--- src/sv/cmt_pkg.sv ---
// shared constants, types and control structs of the carmichael number tester
// no dependencies
`timescale 1ns / 1ps

package cmt_pkg;

    localparam int NUMBER_BITS       = 20;
    localparam int COUNT_BITS        = 3;
    localparam int CNT_INT_BITS      = 4;
    localparam int QSQ_BITS          = NUMBER_BITS + 2;
    localparam int STEP_BITS         = $clog2(NUMBER_BITS + 1);
    localparam int MIN_PRIME_FACTORS = 3;
    localparam int COUNT_MAX         = 7;
    localparam int FIRST_DIVISOR     = 2;

    typedef enum logic [1:0] {
        DIV_REST_Q,
        DIV_NM1_QM1,
        DIV_NM1_RESTM1
    } div_sel_t;

    typedef enum logic [3:0] {
        S_IDLE,
        S_CHECK,
        S_TEST,
        S_DIV1,
        S_START2,
        S_DIV2,
        S_DIV3,
        S_LAST,
        S_DIV4,
        S_EMIT,
        S_EMIT_ZERO
    } state_t;

    typedef struct packed {
        logic     load;
        logic     div_start;
        div_sel_t div_sel;
        logic     take_quot;
        logic     next_q;
        logic     count_inc;
        logic     korselt_chk;
        logic     emit;
        logic     emit_zero;
    } cmd_t;

    typedef struct packed {
        logic n_lt2;
        logic qsq_gt_rest;
        logic rest_gt1;
        logic div_done;
        logic rem_zero;
        logic out_free;
    } stat_t;

endpackage

--- src/sv/cmt_if.sv ---
// valid/ready channel interfaces: candidate in, test result out
// depends on cmt_pkg
`timescale 1ns / 1ps

interface cmt_cand_if import cmt_pkg::*; ();
    logic                   valid;
    logic                   ready;
    logic [NUMBER_BITS-1:0] candidate;

    modport source (output valid, output candidate, input ready);
    modport sink   (input valid, input candidate, output ready);
endinterface

interface cmt_result_if import cmt_pkg::*; ();
    logic                  valid;
    logic                  ready;
    logic                  is_carmichael;
    logic                  is_squarefree;
    logic [COUNT_BITS-1:0] prime_factor_count;

    modport source (output valid, output is_carmichael, output is_squarefree,
                    output prime_factor_count, input ready);
    modport sink   (input valid, input is_carmichael, input is_squarefree,
                    input prime_factor_count, output ready);
endinterface

--- src/sv/cmt_divider.sv ---
// restoring divider, one quotient bit per cycle
// depends on cmt_pkg
`timescale 1ns / 1ps

module cmt_divider import cmt_pkg::*; (
    input  logic                   clk,
    input  logic                   rst_n,
    input  logic                   start,
    input  logic [NUMBER_BITS-1:0] dividend,
    input  logic [NUMBER_BITS-1:0] divisor,
    output logic                   done,
    output logic [NUMBER_BITS-1:0] quotient,
    output logic [NUMBER_BITS-1:0] remainder
);

    logic                   busy_reg;
    logic                   done_reg;
    logic [STEP_BITS-1:0]   step_reg;
    logic [NUMBER_BITS-1:0] rem_reg;
    logic [NUMBER_BITS-1:0] quo_reg;
    logic [NUMBER_BITS-1:0] dvs_reg;
    logic [NUMBER_BITS:0]   trial;
    logic [NUMBER_BITS:0]   diff;

    always_comb
    begin
        trial = {rem_reg, quo_reg[NUMBER_BITS-1]};
        diff  = trial - {1'b0, dvs_reg};
    end

    always_ff @(posedge clk or negedge rst_n)
    begin
        if (!rst_n)
        begin
            busy_reg <= 1'b0;
            done_reg <= 1'b0;
            step_reg <= '0;
        end
        else if (start)
        begin
            busy_reg <= 1'b1;
            done_reg <= 1'b0;
            step_reg <= STEP_BITS'(NUMBER_BITS);
        end
        else if (busy_reg)
        begin
            step_reg <= step_reg - 1'b1;
            if (step_reg == STEP_BITS'(1))
            begin
                busy_reg <= 1'b0;
                done_reg <= 1'b1;
            end
        end
        else
        begin
            done_reg <= 1'b0;
        end
    end

    always_ff @(posedge clk)
    begin
        if (start)
        begin
            rem_reg <= '0;
            quo_reg <= dividend;
            dvs_reg <= divisor;
        end
        else if (busy_reg)
        begin
            // keep the shifted partial remainder when the subtract goes negative
            rem_reg <= diff[NUMBER_BITS] ? trial[NUMBER_BITS-1:0] : diff[NUMBER_BITS-1:0];
            quo_reg <= {quo_reg[NUMBER_BITS-2:0], ~diff[NUMBER_BITS]};
        end
    end

    assign done      = done_reg;
    assign quotient  = quo_reg;
    assign remainder = rem_reg;

endmodule

--- src/sv/cmt_datapath.sv ---
// datapath: cofactor, trial divisor, its square, prime count, korselt flag, result register
// depends on cmt_pkg, cmt_if, cmt_divider
`timescale 1ns / 1ps

module cmt_datapath import cmt_pkg::*; (
    input  logic                   clk,
    input  logic                   rst_n,
    input  logic [NUMBER_BITS-1:0] candidate,
    input  cmd_t                   cmd,
    output stat_t                  stat,
    cmt_result_if.source           result
);

    logic [NUMBER_BITS-1:0]  n_reg;
    logic [NUMBER_BITS-1:0]  rest_reg;
    logic [NUMBER_BITS-1:0]  q_reg;
    logic [QSQ_BITS-1:0]     qsq_reg;
    logic [CNT_INT_BITS-1:0] count_reg;
    logic                    korselt_reg;
    logic                    out_valid_reg;
    logic                    carm_reg;
    logic                    sqf_reg;
    logic [COUNT_BITS-1:0]   cnt_reg;

    logic [NUMBER_BITS-1:0]  nm1;
    logic [NUMBER_BITS-1:0]  div_a;
    logic [NUMBER_BITS-1:0]  div_b;
    logic                    div_done;
    logic [NUMBER_BITS-1:0]  div_quo;
    logic [NUMBER_BITS-1:0]  div_rem;
    logic [COUNT_BITS-1:0]   count_sat;
    logic                    carm_final;

    assign nm1 = n_reg - 1'b1;

    always_comb
    begin
        unique case (cmd.div_sel)
            DIV_REST_Q:
            begin
                div_a = rest_reg;
                div_b = q_reg;
            end
            DIV_NM1_QM1:
            begin
                div_a = nm1;
                div_b = q_reg - 1'b1;
            end
            DIV_NM1_RESTM1:
            begin
                div_a = nm1;
                div_b = rest_reg - 1'b1;
            end
            default:
            begin
                div_a = rest_reg;
                div_b = q_reg;
            end
        endcase
    end

    cmt_divider u_div (
        .clk       (clk),
        .rst_n     (rst_n),
        .start     (cmd.div_start),
        .dividend  (div_a),
        .divisor   (div_b),
        .done      (div_done),
        .quotient  (div_quo),
        .remainder (div_rem)
    );

    // the count saturates for the report only, the decision uses the full count
    assign count_sat  = (count_reg > CNT_INT_BITS'(COUNT_MAX)) ?
                        COUNT_BITS'(COUNT_MAX) : count_reg[COUNT_BITS-1:0];
    assign carm_final = n_reg[0] && korselt_reg &&
                        (count_reg >= CNT_INT_BITS'(MIN_PRIME_FACTORS));

    always_ff @(posedge clk)
    begin
        if (cmd.load)
        begin
            n_reg       <= candidate;
            rest_reg    <= candidate;
            q_reg       <= NUMBER_BITS'(FIRST_DIVISOR);
            qsq_reg     <= QSQ_BITS'(FIRST_DIVISOR * FIRST_DIVISOR);
            count_reg   <= '0;
            korselt_reg <= 1'b1;
        end
        else
        begin
            if (cmd.take_quot)
                rest_reg <= div_quo;
            if (cmd.next_q)
            begin
                // (q+1)^2 = q^2 + 2q + 1
                q_reg   <= q_reg + 1'b1;
                qsq_reg <= qsq_reg + {1'b0, q_reg, 1'b1};
            end
            if (cmd.count_inc)
                count_reg <= count_reg + 1'b1;
            if (cmd.korselt_chk && (div_rem != '0))
                korselt_reg <= 1'b0;
        end
    end

    always_ff @(posedge clk)
    begin
        if (cmd.emit)
        begin
            carm_reg <= carm_final;
            sqf_reg  <= 1'b1;
            cnt_reg  <= count_sat;
        end
        else if (cmd.emit_zero)
        begin
            carm_reg <= 1'b0;
            sqf_reg  <= 1'b0;
            cnt_reg  <= '0;
        end
    end

    always_ff @(posedge clk or negedge rst_n)
    begin
        if (!rst_n)
            out_valid_reg <= 1'b0;
        else if (cmd.emit || cmd.emit_zero)
            out_valid_reg <= 1'b1;
        else if (result.ready)
            out_valid_reg <= 1'b0;
    end

    assign result.valid              = out_valid_reg;
    assign result.is_carmichael      = carm_reg;
    assign result.is_squarefree      = sqf_reg;
    assign result.prime_factor_count = cnt_reg;

    always_comb
    begin
        stat.n_lt2       = (n_reg[NUMBER_BITS-1:1] == '0);
        stat.qsq_gt_rest = (qsq_reg > {2'b00, rest_reg});
        stat.rest_gt1    = (rest_reg[NUMBER_BITS-1:1] != '0);
        stat.div_done    = div_done;
        stat.rem_zero    = (div_rem == '0);
        stat.out_free    = !out_valid_reg || result.ready;
    end

endmodule

--- src/sv/cmt_ctrl.sv ---
// controller: sequences trial division, squarefree check and korselt divisions
// depends on cmt_pkg
`timescale 1ns / 1ps

module cmt_ctrl import cmt_pkg::*; (
    input  logic  clk,
    input  logic  rst_n,
    input  logic  in_valid,
    output logic  in_ready,
    input  stat_t stat,
    output cmd_t  cmd
);

    state_t state_reg;
    state_t state_next;

    always_ff @(posedge clk or negedge rst_n)
    begin
        if (!rst_n)
            state_reg <= S_IDLE;
        else
            state_reg <= state_next;
    end

    always_comb
    begin
        state_next = state_reg;
        unique case (state_reg)
            S_IDLE:
                if (in_valid)
                    state_next = S_CHECK;
            S_CHECK:
                state_next = stat.n_lt2 ? S_EMIT_ZERO : S_TEST;
            S_TEST:
                state_next = stat.qsq_gt_rest ? S_LAST : S_DIV1;
            S_DIV1:
                if (stat.div_done)
                    state_next = stat.rem_zero ? S_START2 : S_TEST;
            S_START2:
                state_next = S_DIV2;
            S_DIV2:
                if (stat.div_done)
                    state_next = stat.rem_zero ? S_EMIT_ZERO : S_DIV3;
            S_DIV3:
                if (stat.div_done)
                    state_next = S_TEST;
            S_LAST:
                state_next = stat.rest_gt1 ? S_DIV4 : S_EMIT;
            S_DIV4:
                if (stat.div_done)
                    state_next = S_EMIT;
            S_EMIT, S_EMIT_ZERO:
                if (stat.out_free)
                    state_next = S_IDLE;
            default:
                state_next = S_IDLE;
        endcase
    end

    always_comb
    begin
        cmd      = '0;
        cmd.div_sel = DIV_REST_Q;
        in_ready = 1'b0;
        unique case (state_reg)
            S_IDLE:
            begin
                in_ready = 1'b1;
                cmd.load = in_valid;
            end
            S_CHECK:
            begin
            end
            S_TEST:
                cmd.div_start = !stat.qsq_gt_rest;
            S_DIV1:
                if (stat.div_done)
                begin
                    cmd.take_quot = stat.rem_zero;
                    cmd.next_q    = !stat.rem_zero;
                end
            S_START2:
                cmd.div_start = 1'b1;
            S_DIV2:
                if (stat.div_done && !stat.rem_zero)
                begin
                    // prime found once: check p-1 against n-1
                    cmd.count_inc = 1'b1;
                    cmd.div_start = 1'b1;
                    cmd.div_sel   = DIV_NM1_QM1;
                end
            S_DIV3:
                if (stat.div_done)
                begin
                    cmd.korselt_chk = 1'b1;
                    cmd.next_q      = 1'b1;
                end
            S_LAST:
                if (stat.rest_gt1)
                begin
                    // leftover cofactor is the largest prime
                    cmd.count_inc = 1'b1;
                    cmd.div_start = 1'b1;
                    cmd.div_sel   = DIV_NM1_RESTM1;
                end
            S_DIV4:
                cmd.korselt_chk = stat.div_done;
            S_EMIT:
                cmd.emit = stat.out_free;
            S_EMIT_ZERO:
                cmd.emit_zero = stat.out_free;
            default:
            begin
            end
        endcase
    end

endmodule

--- src/sv/carmichael_number_tester_top.sv ---
// operation: one division per trial divisor q (from 2 while q*q <= cofactor), done by the
//   bit-serial divider, plus two more divisions per prime factor found that way and one more
//   for a leftover prime cofactor
// throughput: one candidate at a time; the next beat is taken once the result sits in the
//   output register, which may still be waiting on the sink
// reset: asynchronous active low, returns to idle with no result pending
`timescale 1ns / 1ps

module carmichael_number_tester_top import cmt_pkg::*; (
    input  logic         clk,
    input  logic         rst_n,
    cmt_cand_if.sink     cand,
    cmt_result_if.source result
);

    cmd_t  cmd;
    stat_t stat;

    cmt_ctrl u_ctrl (
        .clk      (clk),
        .rst_n    (rst_n),
        .in_valid (cand.valid),
        .in_ready (cand.ready),
        .stat     (stat),
        .cmd      (cmd)
    );

    cmt_datapath u_dp (
        .clk       (clk),
        .rst_n     (rst_n),
        .candidate (cand.candidate),
        .cmd       (cmd),
        .stat      (stat),
        .result    (result)
    );

endmodule

--- src/flat_wrapper.sv ---
// flat-port wrapper written by rule: the top's interface ports become plain ports
module carmichael_number_tester_top_flat import cmt_pkg::*;
  (clk, rst_n, cand_valid, cand_candidate, cand_ready, result_valid, result_is_carmichael, result_is_squarefree, result_prime_factor_count, result_ready);
  cmt_cand_if cand_i ();
  cmt_result_if result_i ();
  input  logic clk;
  input  logic rst_n;
  input wire logic [$bits(cand_i.valid)-1:0] cand_valid;
  input wire logic [$bits(cand_i.candidate)-1:0] cand_candidate;
  output wire logic [$bits(cand_i.ready)-1:0] cand_ready;
  output wire logic [$bits(result_i.valid)-1:0] result_valid;
  output wire logic [$bits(result_i.is_carmichael)-1:0] result_is_carmichael;
  output wire logic [$bits(result_i.is_squarefree)-1:0] result_is_squarefree;
  output wire logic [$bits(result_i.prime_factor_count)-1:0] result_prime_factor_count;
  input wire logic [$bits(result_i.ready)-1:0] result_ready;
  assign cand_i.valid = cand_valid;
  assign cand_i.candidate = cand_candidate;
  assign cand_ready = cand_i.ready;
  assign result_valid = result_i.valid;
  assign result_is_carmichael = result_i.is_carmichael;
  assign result_is_squarefree = result_i.is_squarefree;
  assign result_prime_factor_count = result_i.prime_factor_count;
  assign result_i.ready = result_ready;
  carmichael_number_tester_top u_core (.clk(clk), .rst_n(rst_n), .cand(cand_i), .result(result_i));
endmodule
--- config.mk ---
export PLATFORM = sky130hd
export DESIGN_NAME = carmichael_number_tester_top_flat
export DESIGN_NICKNAME = d
export VERILOG_FILES = /design/src/sv/cmt_pkg.sv /design/src/sv/cmt_if.sv /design/src/sv/cmt_divider.sv /design/src/sv/cmt_datapath.sv /design/src/sv/cmt_ctrl.sv /design/src/sv/carmichael_number_tester_top.sv /design/src/flat_wrapper.sv
export SDC_FILE = /design/constraint.sdc
export NUM_CORES = 1
export LEC_CHECK = 0
export BUFFER_PORTS_ARGS = -buffer_cell sky130_fd_sc_hd__buf_4
export CELL_PAD_IN_SITES_DETAIL_PLACEMENT = 1
export CELL_PAD_IN_SITES_GLOBAL_PLACEMENT = 1
export CORE_ASPECT_RATIO = 2
export CORE_MARGIN = 10
export CORE_UTILIZATION = 45
export CTS_CLUSTER_DIAMETER = 80
export DETAILED_ROUTE_END_ITERATION = 12
export PLACE_DENSITY_LB_ADDON = 0.08
export SLEW_MARGIN = 10
export SYNTH_ARGS = -nofsm -noshare
export SYNTH_HDL_FRONTEND = slang
export SYNTH_SLANG_ARGS = --single-unit
export TNS_END_PERCENT = 5
--- constraint.sdc ---
create_clock -name clk -period 5.54 [get_ports clk]
set_clock_uncertainty 0.05 [all_clocks]
set_input_delay 0.277 -clock clk [delete_from_list [all_inputs] [get_ports clk]]
set_output_delay 0.277 -clock clk [all_outputs]
set_load 0.01 [all_outputs]
==> run metrics, run 1 <==
synth unique cells=84; Data required, critical path=5.69 ns; Routed met1 length=12300 microns; Fin Hold WS=0.143 ns; fmax=0.220 GHz; CTS resizes=0; clock power share=15.2%; Setup Crit Path Kind=flop to flop; MaxCap Viol Count=0; Worst VDD drop=0.271 mV; Max Slew Vio Count=0; unrepaired setup endpoints after global routing=no; max reg flops=22; Clock Tree Buf Depth=2; Synth Register Bits=164; multi-input logic area=6110 sq um; status=complete, no violations; Setup Viol. Count Final=0; share of cells above drive strength 1=9.99%; wire per inst=21.5 microns; CTS Hold Bufs=21; vias in the first global route=9806; Arrival @ worst endpoint=4.70 ns; drt initial violations=477; DRT Pass-1 Iters=4; DIE AREA=30900 sq um; die height=239 microns; Sw Ratio=45.9%; Post-synth ARST share=7.32%; Seq/Total Area, Yosys=38.8%; routed wire length=33300 microns; synthesized instance count=1221; Area Overhead vs Synth=11.6%; DP HPWL=25200 microns; Routed Antenna Nets=0; Final Cycle Share=82.1%; clock root buffer=clkbuf_16; Pleak=4.78 nW; synth warn=0; Clk Latency, worst-skew pair=0.45 ns; GR Overflow Total=0; top routing layer in use=met4; crit-path max FO=27; gpl congestion=0.863; IO Count=31; syn_nets=1314; Most used DFF post-synth=edfxtp_1; initial core utilization=45.5%; first-pass GRT wire length=53600 microns; Slew @ Worst Pin=0.982 ns; clk slew on worst S/H paths=0.07 ns; DR vias/cell=5.92; htree depth=4; Int Power=4.48 mW; setup TNS=0 ns; Critical Path Start Type=flop; Avg Cell Area, Syn=8.84 sq um; Sink Count=164; cts bufs inserted=17; ANT cells=0; Rel. slew slack=34.6%; initial antenna violation count=0; Seq. cell area=4180 sq um; Cell Pwr Density=688 nW/um^2; Min-Delay Path Class=input port to flop; IO Port Bufs=30; pin count of the biggest net entering global routing=78; Comb power frac=54.3%; fin nets=1341; met3 WL=526 microns; core area=23700 sq um; Die Span X=129 microns; residual DRC count=0; element type at the critical path end=flop; row cnt=80; fin crit period=4.55 ns; routed vias=9168; utilization after layout=50.7%; # fillers=2809; Psw=3.80 mW; final hold vios=0; met2 wire len=19100 microns; Post-CTS Setup Bufs=0; Mapped Area=10800 sq um; Total Routing Usage GR=22.3%; sequential share of power=30.5%; number of flops mapped to enable cells by yosys=84; CTS tree=built
-- layout by cell type (no fill, tap or decap), types with 9 or more instances in the layout --
cell	count
xor2_1	39
nand4_1	11
ha_1	66
clkbuf_16	19
dfxtp_1	68
mux2i_1	31
and3_1	12
nor2_1	120
a21oi_1	103
a31oi_1	12
inv_1	61
edfxtp_1	84
buf_4	42
xnor2_1	42
dlygate4sd3_1	21
dfrtp_1	12
o21ai_0	94
nand2_1	115
mux2_2	23
a211oi_1	13
nor2b_1	18
o21a_1	11
a21o_1	18
nand2b_1	12
nor4_1	12
o21ai_1	15
nand3_1	37
o31ai_1	9
nor3_1	28
-- power groups by stage --
stage                     registers [mW]  logic, mW  clock network, mW
after global routing                2.60       5.04               1.33
after global placement              2.53       4.36                  0
final                               2.53       4.49               1.26
after CTS                           2.53       4.53               1.29
after detailed placement            2.55       4.47                  0
after floorplan                     2.23       3.53                  0
-- worst max-delay path, cell delays in order, from the launching register on --
cell       delay [ns]
dfxtp_1          0.35
nor4_1           0.62
nand2_1          0.20
nor2_4           0.26
nor2_2           0.08
nand3_1          0.09
ha_2             0.51
mux2i_1          0.33
ha_1             0.32
nand3b_1         0.22
or2_1            0.36
a2111oi_2        0.52
o21ai_0          0.13
o21ai_0          0.15
o21ai_1          0.08
-- metrics by stage --
| step | worst slack, ns | instances | total power, mW | cell area, sq um |
|---|---|---|---|---|
| after floorplan | 1.19 | 1221 | 5.76 | 10800 |
| after global placement | 1.30 | 1495 | 6.89 | 11200 |
| after detailed placement | 1.13 | 1495 | 7.02 | 11200 |
| after CTS | 1.01 | 1548 | 8.35 | 12000 |
| after global routing | 0.740 | 1548 | 8.97 | 12000 |
| final | 0.989 | 1548 | 8.28 | 12000 |
-- cells in the mapped netlist, types with 9 or more instances --
cell / n / area (sq um)
nand4_1: 11 / 68.8
xnor2_1: 42 / 368
a211oi_1: 13 / 97.6
a21o_1: 18 / 135
dfrtp_1: 12 / 300
nor3_1: 29 / 145
nor2b_1: 18 / 113
nor4_1: 13 / 81.3
o21ai_1: 15 / 75.1
nand3_1: 37 / 185
edfxtp_1: 84 / 2520
nand2_1: 115 / 432
clkbuf_1: 34 / 128
xor2_1: 39 / 342
nand2b_1: 12 / 75.1
dfxtp_1: 68 / 1360
mux2_2: 23 / 259
inv_1: 61 / 229
ha_1: 67 / 838
a21oi_1: 103 / 515
a31oi_1: 12 / 75.1
o21a_1: 11 / 82.6
mux2i_1: 31 / 310
and3_1: 12 / 75.1
o21ai_0: 94 / 470
nor2_1: 120 / 450
o31ai_1: 9 / 67.6
-- worst paths after layout --
path | start | cells after the start | to | slack [ns]
worst max-delay path | u_core.u_dp.u_div.remainder[3]$_SDFFE_PN0P_ | 14 | u_core.u_dp.u_div.dvs_reg[12]$_DFFE_PN_ | 0.99
worst min-delay path | result_ready | 3 | u_core.u_dp.result.valid$_DFFE_PN0P_ | 0.14
worst max register to register | u_core.u_dp.u_div.remainder[3]$_SDFFE_PN0P_ | 14 | u_core.u_dp.u_div.dvs_reg[12]$_DFFE_PN_ | 0.99
worst min register to register | u_core.u_dp.korselt_reg$_SDFFE_PP1P_ | 1 | u_core.u_dp.korselt_reg$_SDFFE_PP1P_ | 0.43
max in group asynchronous | rst_n | 2 | u_core.u_dp.u_div.step_reg[1]$_DFFE_PN0P_ | 5.13
min in group asynchronous | rst_n | 2 | u_core.u_dp.u_div.step_reg[4]$_DFFE_PN0P_ | 0.15
-- cell families (layout without fill, tap and decap cells) --
| group | after synthesis | in the layout | synth area share, % |
|---|---|---|---|
| adder cells (fa/ha/maj) | 69 | 69 | 8.14 |
| multiplexers | 54 | 54 | 5.28 |
| flip-flops | 164 | 164 | 38.8 |
| XOR/XNOR | 82 | 82 | 6.73 |
| AO/OA/AOI/OAI | 319 | 319 | 17.8 |
| AND/OR/NAND/NOR | 414 | 414 | 18.6 |
| buffers and inverters | 119 | 159 | 4.66 |
-- per-layer routing --
layer,vias up,GRT usage (%)
met5,-,0
met4,0,10.9
met3,73,3.33
met2,102,43.2
met1,4570,22.0
li1,4423,-
-- final cells by class --
cell class	count	share of cell area [%]
Sequential cell	164	34.8
Multi-Input combinational cell	938	50.8
Clock inverter	11	1.02
Timing Repair Buffer	63	4.37
Clock buffer	21	4.09
Tap cell	287	2.98
Inverter	64	2.00
Power figures use the tool's default switching activity.
==> inputs of run 2 (changes only) <==
- CORE_UTILIZATION: 45 -> 44
- clock period: 5.54 -> 4 ns (I/O delays scaled with it)
==> run metrics, run 2 (synthesis gave the netlist of run 1 again) <==
DP HPWL=25900 microns; row cnt=81; DIE AREA=31600 sq um; Int Power=6.37 mW; non-filler instance count after layout=1587; fin crit period=3.78 ns; CP Launch Point=u_core.u_dp.rest_reg[15]$_DFFE_PP_; final hold vios=0; reg-to-reg endpoint=u_core.u_dp.u_div.dvs_reg[19]$_DFFE_PN_; sequential share of power=29.0%; GR Overflow Total=0; routed vias=9272; WP depth=15; Routed Antenna Nets=0; cell family with most CP delay=simple AND/OR/NAND/NOR gates; Arrival @ worst endpoint=3.94 ns; max reg flops=22; initial antenna violation count=0; commonest non-fill, non-tap cell in the layout=nor2_1; Cell Pwr Density=939 nW/um^2; routed wire length=33500 microns; element type at the critical path end=flop; Inst Count DP=1533; Comb power frac=56.2%; FF-to-FF setup slack=0.22 ns; fmax=0.264 GHz; drt initial violations=509; IO Port Bufs=30; Data required, critical path=4.15 ns; residual DRC count=0; CP bufs+invs=1; Clock Tree Buf Depth=2; fin nets=1377; core area=24300 sq um; Total Routing Usage GR=22.1%; Critical R2R Launch=u_core.u_dp.rest_reg[15]$_DFFE_PP_; DRT Pass-1 Iters=5; Setup Crit Path Kind=flop to flop; pre-CTS worst setup slack=0.143 ns; vias in the first global route=9703; Crit path largest cell delay=0.45 ns; cts bufs inserted=17; die height=241 microns; wire per inst=21.1 microns; Clk Latency, worst-skew pair=0.47 ns; Die Span X=131 microns; Pleak=4.95 nW; Worst VDD drop=0.399 mV; pin count of the biggest net entering global routing=50; Area Overhead vs Synth=14.6%; clock power share=14.9%; Psw=5.24 mW; Rel. slew slack=30.5%; setup ws final=0.216 ns; unrepaired setup endpoints after global routing=no; crit-path max FO=22; Final Cycle Share=94.6%; Setup Viol. Count Final=0; overall power=11.6 mW; first-pass GRT wire length=53100 microns; gpl congestion=0.860; Fin Hold WS=0.0478 ns; CTS tree=built; Min-Delay Path Class=input port to asynchronous set/reset pin; Sw Ratio=45.1%; clk slew on worst S/H paths=0.07 ns; most frequent cells in the layout=nor2_1 (119), nand2_1 (115), a21oi_1 (103); critical path's slowest cell=edfxtp_1; Critical Path Start Type=flop; status=complete, no violations; Critical Path End=u_core.u_dp.u_div.dvs_reg[19]$_DFFE_PN_; Slew @ Worst Pin=1.04 ns; initial core utilization=44.4%; # fillers=2869; CP cell instances=nor2_1 -> nand4_1 -> nor2_2 -> nor4_1 -> ha_2 -> buf_4 -> nor3_1 -> o22ai_1 -> or3_4 -> nor2_4 -> and2_4 -> and3_2 -> mux2i_1 -> o21ai_0 -> o21ai_1; Max Slew Vio Count=0; DR vias/cell=5.84; htree depth=4; clock root buffer=clkbuf_16; r2r worst-path depth=15; IO Count=31; share of cells above drive strength 1=12.8%; ANT cells=0; Sink Count=164; MaxCap Viol Count=0; setup TNS=0 ns
run 2: changes by cell type in the layout (fill, tap and decap cells not counted), moves of 2 or more:
cell / previous run / this run
buf_4: 42 / 76
buf_12: 0 / 2
clkinv_1: 2 / 4
clkbuf_16: 19 / 17
nor4_1: 12 / 9
nor4_2: 2 / 5
run 2: worst min path at each step:
stage / start / to / slack [ns] / cells past startpoint
6_report: rst_n / u_core.u_dp.result.valid$_DFFE_PN0P_ / 0.05 / 2
5_1_grt: rst_n / u_core.u_dp.u_div.step_reg[4]$_DFFE_PN0P_ / 0.06 / 2
4_1_cts: result_ready / u_core.u_dp.result.valid$_DFFE_PN0P_ / 0.03 / 3
2_1_floorplan: rst_n / u_core.u_ctrl.state_reg[0]$_DFFE_PN0P_ / -0.15 / 0
3_3_place_gp: rst_n / u_core.u_dp.result.valid$_DFFE_PN0P_ / -0.003 / 1
3_5_place_dp: rst_n / u_core.u_dp.result.valid$_DFFE_PN0P_ / -0.002 / 1
run 2: power groups by stage:
| stage | registers [mW] | logic [mW] | clock network, mW |
|---|---|---|---|
| 2_1_floorplan | 3.09 | 4.90 | 0 |
| 3_3_place_gp | 3.37 | 6.41 | 0 |
| 3_5_place_dp | 3.39 | 6.53 | 0 |
| 4_1_cts | 3.36 | 6.58 | 1.76 |
| 5_1_grt | 3.46 | 7.31 | 1.83 |
| 6_report | 3.36 | 6.52 | 1.73 |
run 2: layout make-up:
type / count / area, sq um / share of cell area, %
sequential: 164 / 4180 / 33.9
clock inverter: 15 / 174 / 1.41
multi-input combinational: 938 / 6150 / 49.8
timing repair buffer: 99 / 821 / 6.64
inverter: 64 / 240 / 1.94
tap: 290 / 363 / 2.94
clock buffer: 17 / 425 / 3.44
run 2: timing repair:
action,in CTS,in global routing
endpoints found under the hold margin,35,0
setup endpoints to repair,0,6
resized for setup,0,6
buffers inserted,0,1
hold buffers,21,0
run 2: through the flow:
| stage | utilization, % | area [sq um] |
|---|---|---|
| detailed placement | 47.3 | 11500 |
| CTS | 50.6 | 12300 |
| finish | 50.8 | 12400 |
| global placement | 47.3 | 11500 |
| global route | 50.8 | 12400 |
| floorplan | - | 10800 |
run 2: layer usage:
| layer | vias up | track usage, % | routed length (microns) |
|---|---|---|---|
| met4 | 0 | 9.62 | 1210 |
| met5 | - | 0 | 0 |
| met3 | 60 | 3.22 | 731 |
| met2 | 108 | 42.9 | 19100 |
| li1 | 4501 | - | - |
| met1 | 4603 | 22.2 | 12500 |
run 2: worst reg2reg max path, stage by stage (launching register included):
cell and delay (ns):
edfxtp_1 0.45, nor2_1 0.37, nand4_1 0.18, nor2_2 0.20
nor4_1 0.09, ha_2 0.23, buf_4 0.22, nor3_1 0.25
o22ai_1 0.17, or3_4 0.43, nor2_4 0.14, and2_4 0.19
and3_2 0.21, mux2i_1 0.07, o21ai_0 0.18, o21ai_1 0.10
==> inputs of run 3 (changes only) <==
- ABC_AREA: unset -> 1
- CORE_UTILIZATION: 44 -> 42
==> run metrics, run 3 <==
status=complete, no violations; non-filler instance count after layout=2022; r2r worst-path depth=16; Clock Tree Buf Depth=2; Sink Count=164; DIE AREA=34800 sq um; fin nets=1753; Clk Latency, worst-skew pair=0.47 ns; Total Routing Usage GR=23.9%; routed vias=10.8k; synth warn=0; Critical Path Start Type=flop; post-synth top area share=21.9%; Rel. slew slack=48.8%; gpl congestion=0.910; number of flops mapped to enable cells by yosys=84; drt initial violations=454; most frequent cells in the layout=nand2_1 (436), inv_1 (221), nor2_1 (138); Routed Antenna Nets=0; Worst VDD drop=0.462 mV; Mapped Area=11500 sq um; initial core utilization=42.6%; Min-Delay Path Class=input port to flop; Final Cycle Share=85.8%; residual DRC count=0; setup ws final=0.569 ns; Arrival @ worst endpoint=3.58 ns; CTS tree=built; IO Port Bufs=30; Data required, critical path=4.14 ns; synthesized instance count=1613; routed wire length=40100 microns; DRT Pass-1 Iters=4; initial antenna violation count=1; Setup Viol. Count Final=0; clk slew on worst S/H paths=0.08 ns; most common cell in the netlist=nand2_1; Area contributors post-synth=edfxtp_1 (22%), nand2_1 (14%), dfxtp_1 (12%), ha_1 (7.3%), inv_1 (7.2%); Seq/Total Area, Yosys=36.4%; first-pass GRT wire length=63600 microns; reg-to-reg endpoint=u_core.u_dp.u_div.dvs_reg[19]$_DFFE_PN_; pre-CTS worst setup slack=0.590 ns; row cnt=85; FF-to-FF setup slack=0.57 ns; commonest non-fill, non-tap cell in the layout=nand2_1; hold path start=result_ready; clock root buffer=clkbuf_16; Post-CTS Setup Bufs=0; Max Slew Vio Count=0; Synth Register Bits=164; Slew @ Worst Pin=0.769 ns; element type at the critical path end=flop; DR vias/cell=5.35; sink of the worst hold path=u_core.u_dp.result.valid$_DFFE_PN0P_; max reg flops=22; htree depth=4; unrepaired setup endpoints after global routing=no; Critical R2R Launch=u_core.u_dp.u_div.remainder[4]$_SDFFE_PN0P_; setup TNS=0 ns; Inst Count DP=1968; Cell Pwr Density=831 nW/um^2; fin crit period=3.43 ns; share of cells above drive strength 1=8.07%; DP HPWL=32000 microns; IO Count=31; syn_nets=1706; Fin Hold WS=0.0136 ns; wire per inst=19.8 microns; vias in the first global route=11.7k; Post-synth ARST share=7.32%; GR Overflow Total=0; Avg Cell Area, Syn=7.13 sq um; Die Span X=137 microns; Hold Path Depth=4; core area=27000 sq um; final hold vios=0; synth unique cells=54; pin count of the biggest net entering global routing=64; cts bufs inserted=17; Most used DFF post-synth=edfxtp_1; Setup Crit Path Kind=flop to flop; die height=254 microns; post-synth top area cell=edfxtp_1; Synth top cells by count=nand2_1 (436), inv_1 (221), nor2_1 (138), o21ai_0 (124), a21oi_1 (98); crit-path max FO=24; MaxCap Viol Count=0; Area Overhead vs Synth=12.0%; Pleak=5.80 nW; fmax=0.291 GHz
run 3: changes by cell type in the layout (fill, tap and decap cells not counted), moves of 18 or more:
cell	change
buf_4	-30
inv_1	+160
mux2_2	-22
mux2i_1	-31
nand2_1	+321
nand3_1	+57
nand4_1	+18
nor2_1	+19
nor2b_1	-18
o21ai_0	+29
xnor2_1	-22
run 3: final cells by class:
| cell class | instances | area, sq um |
|---|---|---|
| repair buffers | 67 | 556 |
| inverters | 228 | 856 |
| fillers | 3547 | 14100 |
| clock buffers | 18 | 450 |
| clock inverters | 14 | 135 |
| well taps | 348 | 435 |
| flip-flops and latches | 164 | 4180 |
| diodes | 1 | 2.50 |
| multi-input cells | 1182 | 6250 |
run 3: stage by stage:
stage	total power, mW	cell area (sq um)	utilization, %
floorplan	7.26	11500	-
global placement	8.93	12100	44.7
detailed placement	9.09	12100	44.7
CTS	10.8	12900	47.6
global route	11.7	12900	47.6
finish	10.7	12900	47.6
run 3: report_power, final:
group	internal [mW]	leakage (nW)	switching, mW
Combinational	1.91	3.99	3.98
Clock	0.861	0.285	0.807
Sequential	2.61	1.52	0.523
run 3: cell families (layout without fill, tap and decap cells):
group           count (synthesis)  in the layout  synth area share, %
compound gates                287            287                 13.7
xor+xnor                       45             45                 3.43
fa+ha+maj                      69             69                 7.64
buf+inv                       267            327                 9.31
flops                         164            164                 36.4
mux                             1              1               0.0980
other cells                     0              1                    0
simple gates                  780            780                 29.4
run 3: per-layer routing:
layer,global-route usage [%],share of wire (%),vias to the layer above
met5,0,0,-
met4,13.9,5.8,0
met3,2.69,1.6,87
met2,47.5,58,134
met1,22.1,34,5225
li1,-,-,5380
run 3: critical path, stage by stage, from the launching register on:
cell and delay (ns):
dfxtp_1 0.34, nor2_1 0.14, nand2_1 0.07, nor2_1 0.36, nand3_2 0.21, nand3_2 0.15, ha_1 0.15, buf_4 0.27
buf_4 0.30, o21ai_1 0.16, nor2_1 0.27, nand2_1 0.11, nor2_2 0.13, nand2_1 0.11, nor2_2 0.11, xor2_1 0.15
o21ai_1 0.07
run 3: what timing repair did:
action / 4_1_cts / 5_1_grt
resized for setup: 0 / 0
endpoints found under the hold margin: 34 / 0
endpoints found under the setup margin: 0 / 0
hold buffers: 21 / 0
run 3: worst max-delay path by stage:
stage	from	end	slack [ns]	depth (start not counted)
final	u_core.u_dp.u_div.remainder[4]$_SDFFE_PN0P_	u_core.u_dp.u_div.dvs_reg[19]$_DFFE_PN_	0.57	16
after detailed placement	u_core.u_dp.u_div.remainder[4]$_SDFFE_PN0P_	u_core.u_dp.u_div.dvs_reg[19]$_DFFE_PN_	0.59	16
after global routing	u_core.u_dp.u_div.remainder[0]$_SDFFE_PN0P_	u_core.u_dp.u_div.dvs_reg[19]$_DFFE_PN_	0.26	16
after CTS	u_core.u_dp.u_div.remainder[4]$_SDFFE_PN0P_	u_core.u_dp.u_div.dvs_reg[19]$_DFFE_PN_	0.56	16
after global placement	u_core.u_dp.u_div.remainder[4]$_SDFFE_PN0P_	u_core.u_dp.u_div.dvs_reg[19]$_DFFE_PN_	0.70	16
after floorplan	u_core.u_dp.u_div.remainder[19]$_SDFFE_PN0P_	u_core.u_dp.rest_reg[0]$_DFFE_PP_	1.21	7
